[src/design/pe32va_pkg.sv]
// shared types and constants for the pe32 virtual address resolver
`timescale 1ns / 1ps
`default_nettype none
package pe32va_pkg;

  localparam int DEFAULT_IMAGE_BYTES = 65536;
  localparam int QUEUE_DEPTH = 2;

  localparam logic [15:0] MZ_SIG = 16'h5a4d;
  localparam logic [31:0] PE_SIG = 32'h0000_4550;
  localparam logic [15:0] PE32_MAGIC = 16'h010b;

  localparam int MIN_LEN = 'h40;
  localparam int NT_PTR_AT = 'h3c;
  localparam int NT_SIZE = 'h18;
  localparam int COUNT_AT = 'h06;
  localparam int OPT_SIZE_AT = 'h14;
  localparam int BASE_AT = 'h1c;
  localparam int MIN_OPT = 'h20;
  localparam int SEC_SIZE = 'h28;
  localparam int VSIZE_AT = 'h08;
  localparam int VSTART_AT = 'h0c;
  localparam int RSIZE_AT = 'h10;
  localparam int RSTART_AT = 'h14;

  localparam logic [1:0] CMD_LOAD = 2'd0;
  localparam logic [1:0] CMD_SPAN = 2'd1;
  localparam logic [1:0] CMD_STR = 2'd2;
  localparam logic [1:0] CMD_CLEAR = 2'd3;

  typedef enum logic [1:0] {
    OP_LOAD,
    OP_SPAN,
    OP_STR,
    OP_CLEAR
  } op_t;

  typedef struct packed {
    op_t         op;
    logic [7:0]  image_byte;
    logic [31:0] virtual_address;
    logic [31:0] byte_count;
  } item_t;

  typedef enum logic [4:0] {
    S_IDLE,
    S_RDI,
    S_RDW,
    S_MZ,
    S_NT,
    S_SIG,
    S_CNT,
    S_OPT,
    S_MAGIC,
    S_BASE,
    S_SEC,
    S_VSZ,
    S_VST,
    S_RSZ,
    S_RST,
    S_CHK,
    S_HIT,
    S_SCAN,
    S_SCANW,
    S_PASS,
    S_FAIL
  } state_t;

endpackage
`default_nettype wire

[src/design/pe32va_front.sv]
// front end: command decode and word queue toward the back end
`timescale 1ns / 1ps
`default_nettype none
module pe32va_front (
  input  wire                  clk,
  input  wire                  rst,
  input  wire                  push,
  output logic                 full,
  input  wire  [1:0]           command,
  input  wire  [7:0]           image_byte,
  input  wire  [31:0]          virtual_address,
  input  wire  [31:0]          byte_count,
  output logic                 q_valid,
  output pe32va_pkg::item_t    q_item,
  input  wire                  q_pop
);
  import pe32va_pkg::*;

  localparam int PW = (QUEUE_DEPTH > 1) ? $clog2(QUEUE_DEPTH) : 1;
  localparam int CW = $clog2(QUEUE_DEPTH + 1);

  item_t         entry [QUEUE_DEPTH];
  logic [PW-1:0] head;
  logic [PW-1:0] tail;
  logic [CW-1:0] count;
  op_t           op;
  logic          do_push;
  logic          do_pop;

  always_comb begin
    unique case (command)
      CMD_LOAD:  op = OP_LOAD;
      CMD_SPAN:  op = OP_SPAN;
      CMD_STR:   op = OP_STR;
      CMD_CLEAR: op = OP_CLEAR;
      default:   op = OP_LOAD;
    endcase
  end

  assign full    = (count == CW'(QUEUE_DEPTH));
  assign q_valid = (count != '0);
  assign q_item  = entry[head];
  assign do_push = push && !full;
  assign do_pop  = q_pop && q_valid;

  always_ff @(posedge clk) begin
    if (do_push) begin
      entry[tail] <= '{op: op, image_byte: image_byte,
                       virtual_address: virtual_address, byte_count: byte_count};
    end
  end

  always_ff @(posedge clk) begin
    if (rst) begin
      head  <= '0;
      tail  <= '0;
      count <= '0;
    end else begin
      if (do_push) begin
        tail <= (tail == PW'(QUEUE_DEPTH - 1)) ? '0 : PW'(tail + 1'b1);
      end
      if (do_pop) begin
        head <= (head == PW'(QUEUE_DEPTH - 1)) ? '0 : PW'(head + 1'b1);
      end
      if (do_push && !do_pop) begin
        count <= CW'(count + 1'b1);
      end else if (do_pop && !do_push) begin
        count <= CW'(count - 1'b1);
      end
    end
  end

endmodule
`default_nettype wire

[config.mk]
export PLATFORM = sky130hd
export DESIGN_NAME = pe32va_front
export DESIGN_NICKNAME = d
export VERILOG_FILES = /design/src/design/pe32va_pkg.sv /design/src/design/pe32va_front.sv
export SDC_FILE = /design/constraint.sdc
export NUM_CORES = 1
export LEC_CHECK = 0
export BUFFER_PORTS_ARGS = -buffer_cell sky130_fd_sc_hd__buf_2
export CORE_MARGIN = 3
export CORE_UTILIZATION = 56
export CTS_BUF_LIST = sky130_fd_sc_hd__clkbuf_4 sky130_fd_sc_hd__clkbuf_8 sky130_fd_sc_hd__clkbuf_16
export DETAILED_ROUTE_END_ITERATION = 10
export GPL_TIMING_DRIVEN = 0
export PLACE_DENSITY_LB_ADDON = 0.25
export SLEW_MARGIN = 20
export SYNTH_ARGS = -nofsm -noshare
export SYNTH_HDL_FRONTEND = slang
export SYNTH_SLANG_ARGS = --single-unit
[constraint.sdc]
create_clock -name clk -period 5.99 [get_ports clk]
set_input_delay 1.797 -clock clk [delete_from_list [all_inputs] [get_ports clk]]
set_output_delay 1.797 -clock clk [all_outputs]
set_load 0.05 [all_outputs]
==> results of run 1 <==
## worst max path at each step
stage	start	end	slack, ns	cells past startpoint
finish	register	q_item[41]	2.41	4
floorplan	push	entry[1][0]$_DFFE_PP_	1.83	3
global placement	push	entry[1][35]$_DFFE_PP_	0.81	4
CTS	register	q_item[39]	2.36	4
global route	register	q_item[39]	2.29	4
detailed placement	push	entry[0][38]$_DFFE_PP_	2.59	5
## layer usage
layer  up-vias  wire, um  share of wire
met3        10       593          0.060
met1      1415      3770           0.38
met2       100      5420           0.55
met5         -         0              0
met4         0        90         0.0091
li1       1358         -              -
## final cells by class
| cell class | instances | area (sq um) | share of cell area |
|---|---|---|---|
| Sequential cell | 153 | 4540 | 0.633 |
| Timing Repair Buffer | 153 | 796 | 0.111 |
| Tap cell | 129 | 161 | 0.0225 |
| Clock inverter | 12 | 200 | 0.0279 |
| Multi-Input combinational cell | 92 | 948 | 0.132 |
| Buffer | 10 | 87.6 | 0.0122 |
| Clock buffer | 20 | 437 | 0.0608 |
| Inverter | 2 | 10.0 | 0.00139 |
## synth_stat cells
cell type,number
a21oi_1,2
and2_1,1
buf_2,1
buf_4,1
buf_6,6
clkbuf_1,2
dfxtp_1,5
edfxtp_1,148
ha_1,1
inv_1,2
mux2_2,74
nor2_1,4
nor2b_2,1
o21ai_0,3
or2_2,1
or3_1,2
xor2_1,3
## where the power goes
part	internal, uW	leakage, uW	total [uW]	switching (uW)
logic	362	0.000994	1270	905
registers	1340	0.00142	1380	37.0
clock network	733	0.000317	1120	385
## logic make-up (layout without fill, tap and decap cells)
logic type                 after synthesis  in the layout  share of synthesized area
adders and majority gates                1              1                    0.00224
xor gates and xnor gates                 3              3                    0.00471
and+or+nand+nor                          9              9                    0.00874
muxes                                   74             74                      0.149
AOI/OAI and AO/OA                        5              5                    0.00448
buffers and inverters                   12            197                     0.0170
DFF                                    153            153                      0.814
## state kept, by name, summed over array words and instances, names as in the netlist, named ones only
| name | cells |
|---|---|
| head | 1 |
| count | 2 |
| tail | 1 |
| entry | 148 |
## critical path, cell delays in order, from the launching register on
cell and delay [ns]:
dfxtp_1 0.32, buf_4 0.21, buf_6 0.18, mux2_2 0.35, buf_2 0.22
## metrics by stage
step	setup slack, ns	total power [uW]
global placement	0.811	2660
detailed placement	2.59	2680
global route	2.29	3920
CTS	2.36	3810
finish	2.41	3770
floorplan	1.83	2400
==> metrics.txt, run 1 <==
# TYPE chip_impl_metric gauge
chip_impl_info{name="status",value="finished, final reports clean"} 1
chip_impl_metric{name="routed_wirelength",unit="mm"} 9.87
chip_impl_metric{name="yosys.cell_types.count",unit=""} 17
chip_impl_metric{name="slew_headroom",unit=""} 0.612
chip_impl_metric{name="horizontal_die_dimension",unit="um"} 106
chip_impl_metric{name="place_congestion",unit=""} 0.703
chip_impl_metric{name="report.final.slew_viol_count",unit=""} 0
chip_impl_metric{name="htree_levels",unit=""} 4
chip_impl_metric{name="ant_nets",unit=""} 0
chip_impl_info{name="most_common_cell_after_layout_fill_and_taps_aside",value="buf_2"} 1
chip_impl_metric{name="number_of_design_rule_violations_left_by_the_first_detailed_router_iteration",unit=""} 94
chip_impl_info{name="hold_end",value="tail$_SDFFE_PP0P_"} 1
chip_impl_info{name="crit-reg2reg-launch",value="count[0]$_SDFFE_PP0P_"} 1
chip_impl_info{name="min_path_type",value="reg2reg"} 1
chip_impl_metric{name="wl_per_cell",unit="um"} 17.3
chip_impl_metric{name="timing.fmax",unit="GHz"} 0.279
chip_impl_info{name="setup_repair_after_global_routing_missed_its_margin",value="no"} 1
chip_impl_metric{name="vdd_ir_drop_max",unit="V"} 0.000365
chip_impl_metric{name="postLayoutCoreUtil",unit=""} 0.760
chip_impl_metric{name="setup_tns",unit="ns"} 0
chip_impl_metric{name="grt_first_pass_wirelength",unit="mm"} 15.6
chip_impl_metric{name="crit_required",unit="ns"} 4.19
chip_impl_metric{name="floorplan.initialDensity",unit=""} 0.590
chip_impl_metric{name="globalRouteTotalUtil",unit=""} 0.185
chip_impl_metric{name="placeableCoreArea",unit="sq um"} 9460
chip_impl_metric{name="groute.layer.met1.usage",unit=""} 0.211
chip_impl_metric{name="via_count_of_the_first_global_routing_pass",unit=""} 3168
chip_impl_metric{name="yosysSeqAreaShare",unit=""} 0.814
chip_impl_metric{name="dp_cells",unit=""} 539
chip_impl_metric{name="period_minus_slack",unit="ns"} 3.58
chip_impl_metric{name="power_leakage",unit="uW"} 0.00274
chip_impl_metric{name="fp.dieArea",unit="sq um"} 11200
chip_impl_metric{name="r2r.worst_path.cells",unit=""} 4
chip_impl_metric{name="worst_setup_hold_path_clk_slew",unit="ns"} 0.06
chip_impl_metric{name="post-cts-setup-buffers",unit=""} 0
chip_impl_metric{name="cts_repair_resize_count",unit=""} 0
chip_impl_metric{name="antenna_found_initial",unit=""} 0
chip_impl_metric{name="antenna-diode-count",unit=""} 0
chip_impl_info{name="cts_tree",value="yes"} 1
chip_impl_metric{name="fp.dieH",unit="um"} 106
chip_impl_metric{name="timing.final.setup_violations",unit=""} 0
chip_impl_metric{name="grt_max_degree",unit=""} 42
chip_impl_metric{name="worstMarginPinSlew",unit="ns"} 0.582
chip_impl_metric{name="global_route.usage.met2",unit=""} 0.332
chip_impl_metric{name="share_of_cells_above_drive_strength_1",unit=""} 0.613
chip_impl_metric{name="ys.warnings.count",unit=""} 0
chip_impl_metric{name="cts_inserted_buffers",unit=""} 17
chip_impl_metric{name="total_of_flip_flops_plus_latches_after_synthesis",unit=""} 153
chip_impl_metric{name="postSynthAreaPerCell",unit="sq um"} 21.7
chip_impl_metric{name="drc",unit=""} 0
chip_impl_metric{name="holdBufCountCts",unit=""} 0
chip_impl_metric{name="layoutNonFillerInstCount",unit=""} 571
chip_impl_metric{name="post_drt_via_cell_ratio",unit=""} 5.05
chip_impl_metric{name="syn-instance-count",unit=""} 257
chip_impl_metric{name="finalHoldWorstSlack",unit="ns"} 0.505
chip_impl_info{name="synth_top_area_cell",value="edfxtp_1"} 1
chip_impl_metric{name="worst_skew_pair.late_latency",unit="ns"} 0.50
chip_impl_metric{name="cts.sink_count",unit=""} 153
chip_impl_metric{name="filler_cell_count",unit=""} 593
chip_impl_info{name="most_congested_layer_reported_by_global_routing",value="met2"} 1
chip_impl_info{name="regToRegEndpoint",value="entry[0][47]$_DFFE_PP_"} 1
chip_impl_metric{name="postLayoutCellArea",unit="sq um"} 7180
chip_impl_metric{name="timing.hold.worst_path_depth",unit=""} 2
chip_impl_metric{name="io_buffer_count",unit=""} 151
chip_impl_metric{name="final.period_utilization",unit=""} 0.598
chip_impl_metric{name="cts_buffer_depth",unit=""} 2
chip_impl_info{name="synth.top_cells.by_area",value="edfxtp_1, mux2_2, dfxtp_1"} 1
chip_impl_metric{name="postSynthNetCount",unit=""} 336
chip_impl_metric{name="max_cap_violations",unit=""} 0
chip_impl_metric{name="groute.layer.met3.usage",unit=""} 0.0588
chip_impl_info{name="cts_root_buffer",value="clkbuf_8"} 1
chip_impl_metric{name="synthesis.area",unit="sq um"} 5590
chip_impl_metric{name="fin_skew",unit="ns"} 0.00762
chip_impl_info{name="critical_setup_path_class",value="reg2out"} 1
chip_impl_metric{name="critPathMaxFanout",unit=""} 10
chip_impl_metric{name="post-synth-top-area-fraction",unit=""} 0.796
chip_impl_metric{name="postPlaceCellArea",unit="sq um"} 6550
chip_impl_metric{name="fp-row-count",unit=""} 35
chip_impl_metric{name="reg2reg_setup_slack",unit="ns"} 4.04
chip_impl_metric{name="post-dp-hpwl",unit="mm"} 6.63
chip_impl_metric{name="detail_route.first_pass.iterations",unit=""} 6
chip_impl_metric{name="grt_overflow",unit=""} 0
chip_impl_metric{name="power_per_cell_area",unit="nW/um^2"} 524
chip_impl_metric{name="timing_hold_violations_final",unit=""} 0
chip_impl_metric{name="boundaryPins",unit=""} 154
chip_impl_metric{name="via_count",unit=""} 2883
chip_impl_metric{name="syn_to_final_growth",unit="%"} 28.6
chip_impl_metric{name="layout.nets",unit=""} 508
chip_impl_info{name="min-delay-start",value="tail$_SDFFE_PP0P_"} 1
chip_impl_info{name="startpoint_type",value="register"} 1
chip_impl_info{name="end_kind",value="output pin"} 1
chip_impl_metric{name="critical_path_arrival",unit="ns"} 1.79
chip_impl_info{name="layout_common_cells",value="buf_2, edfxtp_1, mux2_2"} 1
Power figures use the tool's default switching activity.
==> run 2: changes to the inputs <==
--- a/config.mk
+++ b/config.mk
@@ -7,7 +7,7 @@
 export LEC_CHECK = 0
 export BUFFER_PORTS_ARGS = -buffer_cell sky130_fd_sc_hd__buf_2
 export CORE_MARGIN = 3
-export CORE_UTILIZATION = 56
+export CORE_UTILIZATION = 52
 export CTS_BUF_LIST = sky130_fd_sc_hd__clkbuf_4 sky130_fd_sc_hd__clkbuf_8 sky130_fd_sc_hd__clkbuf_16
 export DETAILED_ROUTE_END_ITERATION = 10
 export GPL_TIMING_DRIVEN = 0
==> constraint.sdc (replaced) <==
create_clock -name clk -period 3.5 [get_ports clk]
set_input_delay 1.05 -clock clk [delete_from_list [all_inputs] [get_ports clk]]
set_output_delay 1.05 -clock clk [all_outputs]
set_load 0.05 [all_outputs]
==> metrics.txt, run 2 (synthesis gave the netlist of run 1 again) <==
# TYPE chip_impl_metric gauge
chip_impl_metric{name="fin_total_pwr",unit="uW"} 6310
chip_impl_metric{name="power_leakage",unit="uW"} 0.00270
chip_impl_metric{name="detail_route.first_pass.iterations",unit=""} 4
chip_impl_metric{name="grt_overflow",unit=""} 0
chip_impl_metric{name="multi_input_area",unit="sq um"} 948
chip_impl_metric{name="timing.final.setup_violations",unit=""} 0
chip_impl_metric{name="crit_cells",unit=""} 4
chip_impl_metric{name="wirelength_met1",unit="mm"} 3.70
chip_impl_metric{name="antenna-diode-count",unit=""} 0
chip_impl_metric{name="placeableCoreArea",unit="sq um"} 10400
chip_impl_metric{name="period_minus_slack",unit="ns"} 2.86
chip_impl_metric{name="timing.fmax",unit="GHz"} 0.350
chip_impl_info{name="setup_repair_after_global_routing_missed_its_margin",value="no"} 1
chip_impl_metric{name="globalRouteTotalUtil",unit=""} 0.165
chip_impl_info{name="cts_root_buffer",value="clkbuf_8"} 1
chip_impl_metric{name="final.period_utilization",unit=""} 0.817
chip_impl_metric{name="fp-row-count",unit=""} 37
chip_impl_metric{name="share_of_cells_above_drive_strength_1",unit=""} 0.604
chip_impl_metric{name="post-cts-setup-buffers",unit=""} 0
chip_impl_info{name="largest-register",value="entry"} 1
chip_impl_metric{name="holdBufCountCts",unit=""} 0
chip_impl_metric{name="via_count",unit=""} 2882
chip_impl_metric{name="worst_skew_pair.late_latency",unit="ns"} 0.51
chip_impl_metric{name="critical_path_arrival",unit="ns"} 1.81
chip_impl_metric{name="power_per_cell_area",unit="nW/um^2"} 883
chip_impl_metric{name="io_buffer_count",unit=""} 151
chip_impl_info{name="regToRegEndpoint",value="entry[0][48]$_DFFE_PP_"} 1
chip_impl_metric{name="post_drt_via_cell_ratio",unit=""} 5.01
chip_impl_info{name="startpoint_type",value="register"} 1
chip_impl_info{name="critical_path.endpoint",value="q_item[16]"} 1
chip_impl_info{name="status",value="finished, final reports clean"} 1
chip_impl_metric{name="r2r.worst_path.cells",unit=""} 4
chip_impl_metric{name="syn_to_final_growth",unit="%"} 27.9
chip_impl_info{name="most_common_cell_after_layout_fill_and_taps_aside",value="buf_2"} 1
chip_impl_metric{name="met2RoutedLength",unit="mm"} 4.95
chip_impl_metric{name="post-dp-hpwl",unit="mm"} 6.29
chip_impl_metric{name="via_count_of_the_first_global_routing_pass",unit=""} 2933
chip_impl_info{name="largest_registers",value="entry: 148 flops, count: 2 flops"} 1
chip_impl_metric{name="floorplan.initialDensity",unit=""} 0.539
chip_impl_metric{name="number_of_design_rule_violations_left_by_the_first_detailed_router_iteration",unit=""} 134
chip_impl_metric{name="slew_headroom",unit=""} 0.649
chip_impl_info{name="end_kind",value="output pin"} 1
chip_impl_metric{name="worst_setup_hold_path_clk_slew",unit="ns"} 0.06
chip_impl_metric{name="htree_levels",unit=""} 4
chip_impl_metric{name="drc",unit=""} 0
chip_impl_info{name="cp_slowest_cell",value="mux2_2"} 1
chip_impl_metric{name="fp.dieH",unit="um"} 110
chip_impl_metric{name="max_cap_violations",unit=""} 0
chip_impl_metric{name="largest_register_ffs",unit=""} 148
chip_impl_info{name="critical_setup_path_class",value="reg2out"} 1
chip_impl_metric{name="vdd_ir_drop_max",unit="V"} 0.000471
chip_impl_metric{name="antenna_found_initial",unit=""} 0
chip_impl_metric{name="routed_wirelength",unit="mm"} 9.56
chip_impl_metric{name="cts_buffer_depth",unit=""} 2
chip_impl_metric{name="cts_inserted_buffers",unit=""} 17
chip_impl_metric{name="cts_repair_resize_count",unit=""} 0
chip_impl_info{name="maxUsedRoutingLayer",value="met4"} 1
chip_impl_metric{name="critPathMaxFanout",unit=""} 10
chip_impl_metric{name="report.final.slew_viol_count",unit=""} 0
chip_impl_metric{name="postLayoutCoreUtil",unit=""} 0.689
chip_impl_metric{name="worstMarginPinSlew",unit="ns"} 0.526
chip_impl_metric{name="fin_skew",unit="ns"} 0.00582
chip_impl_metric{name="grt_first_pass_wirelength",unit="mm"} 14.3
chip_impl_metric{name="number_of_buffer_and_inverter_stages_on_the_critical_path",unit=""} 3
chip_impl_info{name="layout_common_cells",value="buf_2, edfxtp_1, mux2_2"} 1
chip_impl_metric{name="place_congestion",unit=""} 0.677
chip_impl_info{name="cts_tree",value="yes"} 1
chip_impl_metric{name="grt_max_degree",unit=""} 44
chip_impl_info{name="crit_family",value="buffers and inverters"} 1
chip_impl_metric{name="cp_slowest_stage_delay",unit="ns"} 0.36
chip_impl_metric{name="regArea",unit="sq um"} 4540
chip_impl_metric{name="reg2reg_setup_slack",unit="ns"} 1.63
chip_impl_metric{name="boundaryPins",unit=""} 154
chip_impl_info{name="timing.critical_path.cells",value="buf_4 -> buf_6 -> mux2_2 -> buf_2"} 1
chip_impl_metric{name="layout.nets",unit=""} 508
chip_impl_metric{name="horizontal_die_dimension",unit="um"} 110
chip_impl_metric{name="ant_nets",unit=""} 0
chip_impl_metric{name="cts.sink_count",unit=""} 153
chip_impl_metric{name="filler_cell_count",unit=""} 699
chip_impl_metric{name="met3_length",unit="um"} 768
chip_impl_metric{name="crit_required",unit="ns"} 2.45
chip_impl_metric{name="wl_per_cell",unit="um"} 16.6
chip_impl_metric{name="fp.dieArea",unit="sq um"} 12000
chip_impl_info{name="crit-reg2reg-launch",value="count[1]$_SDFFE_PP0P_"} 1
chip_impl_info{name="min_path_type",value="reg2reg"} 1
chip_impl_metric{name="timing_hold_violations_final",unit=""} 0
run 2: layer usage:
layer  vias up  global-route usage
li1       1350                   -
met1      1405               0.190
met2       113               0.275
met3        14              0.0640
met4         0              0.0721
met5         -                   0
run 2: metrics by stage:
step / area [sq um] / TNS (ns) / setup slack [ns] / cells / hold WS, ns
2_1_floorplan: 5590 / 0 / 0.0861 / 257 / 0.452
3_3_place_gp: 6510 / -126.90 / -0.989 / 544 / 0.466
3_5_place_dp: 6560 / 0 / 0.884 / 546 / 0.489
4_1_cts: 7140 / 0 / 0.588 / 575 / 0.507
5_1_grt: 7140 / 0 / 0.523 / 575 / 0.537
6_report: 7140 / 0 / 0.641 / 575 / 0.499
run 2: layout make-up:
class / count / area share
Clock buffer: 18 / 0.0590
Multi-Input combinational cell: 92 / 0.133
Timing Repair Buffer: 153 / 0.112
Tap cell: 136 / 0.0238
Buffer: 10 / 0.0123
Clock inverter: 11 / 0.0219
Sequential cell: 153 / 0.636
Inverter: 2 / 0.00140
run 2: worst register-to-register path: cells and delay by family, from the launching register on:
family | cells | cell delay (ns)
flip-flops | 1 | 0.33
buffers and inverters | 2 | 0.65
AND/OR/NAND/NOR | 2 | 0.54
run 2: how the worst min path moves through the flow:
| stage | cells after the start | start | slack [ns] | to |
|---|---|---|---|---|
| global route | 2 | tail$_SDFFE_PP0P_ | 0.54 | tail$_SDFFE_PP0P_ |
| detailed placement | 2 | tail$_SDFFE_PP0P_ | 0.49 | tail$_SDFFE_PP0P_ |
| CTS | 2 | tail$_SDFFE_PP0P_ | 0.51 | tail$_SDFFE_PP0P_ |
| floorplan | 2 | tail$_SDFFE_PP0P_ | 0.45 | tail$_SDFFE_PP0P_ |
| finish | 2 | tail$_SDFFE_PP0P_ | 0.50 | tail$_SDFFE_PP0P_ |
| global placement | 2 | tail$_SDFFE_PP0P_ | 0.47 | tail$_SDFFE_PP0P_ |
run 2: power breakdown:
part / internal, uW / switching [uW] / leakage [uW] / total (uW)
Combinational: 624 / 1540 / 0.000998 / 2170
Sequential: 2300 / 60.8 / 0.00142 / 2360
Clock: 1140 / 637 / 0.000278 / 1780
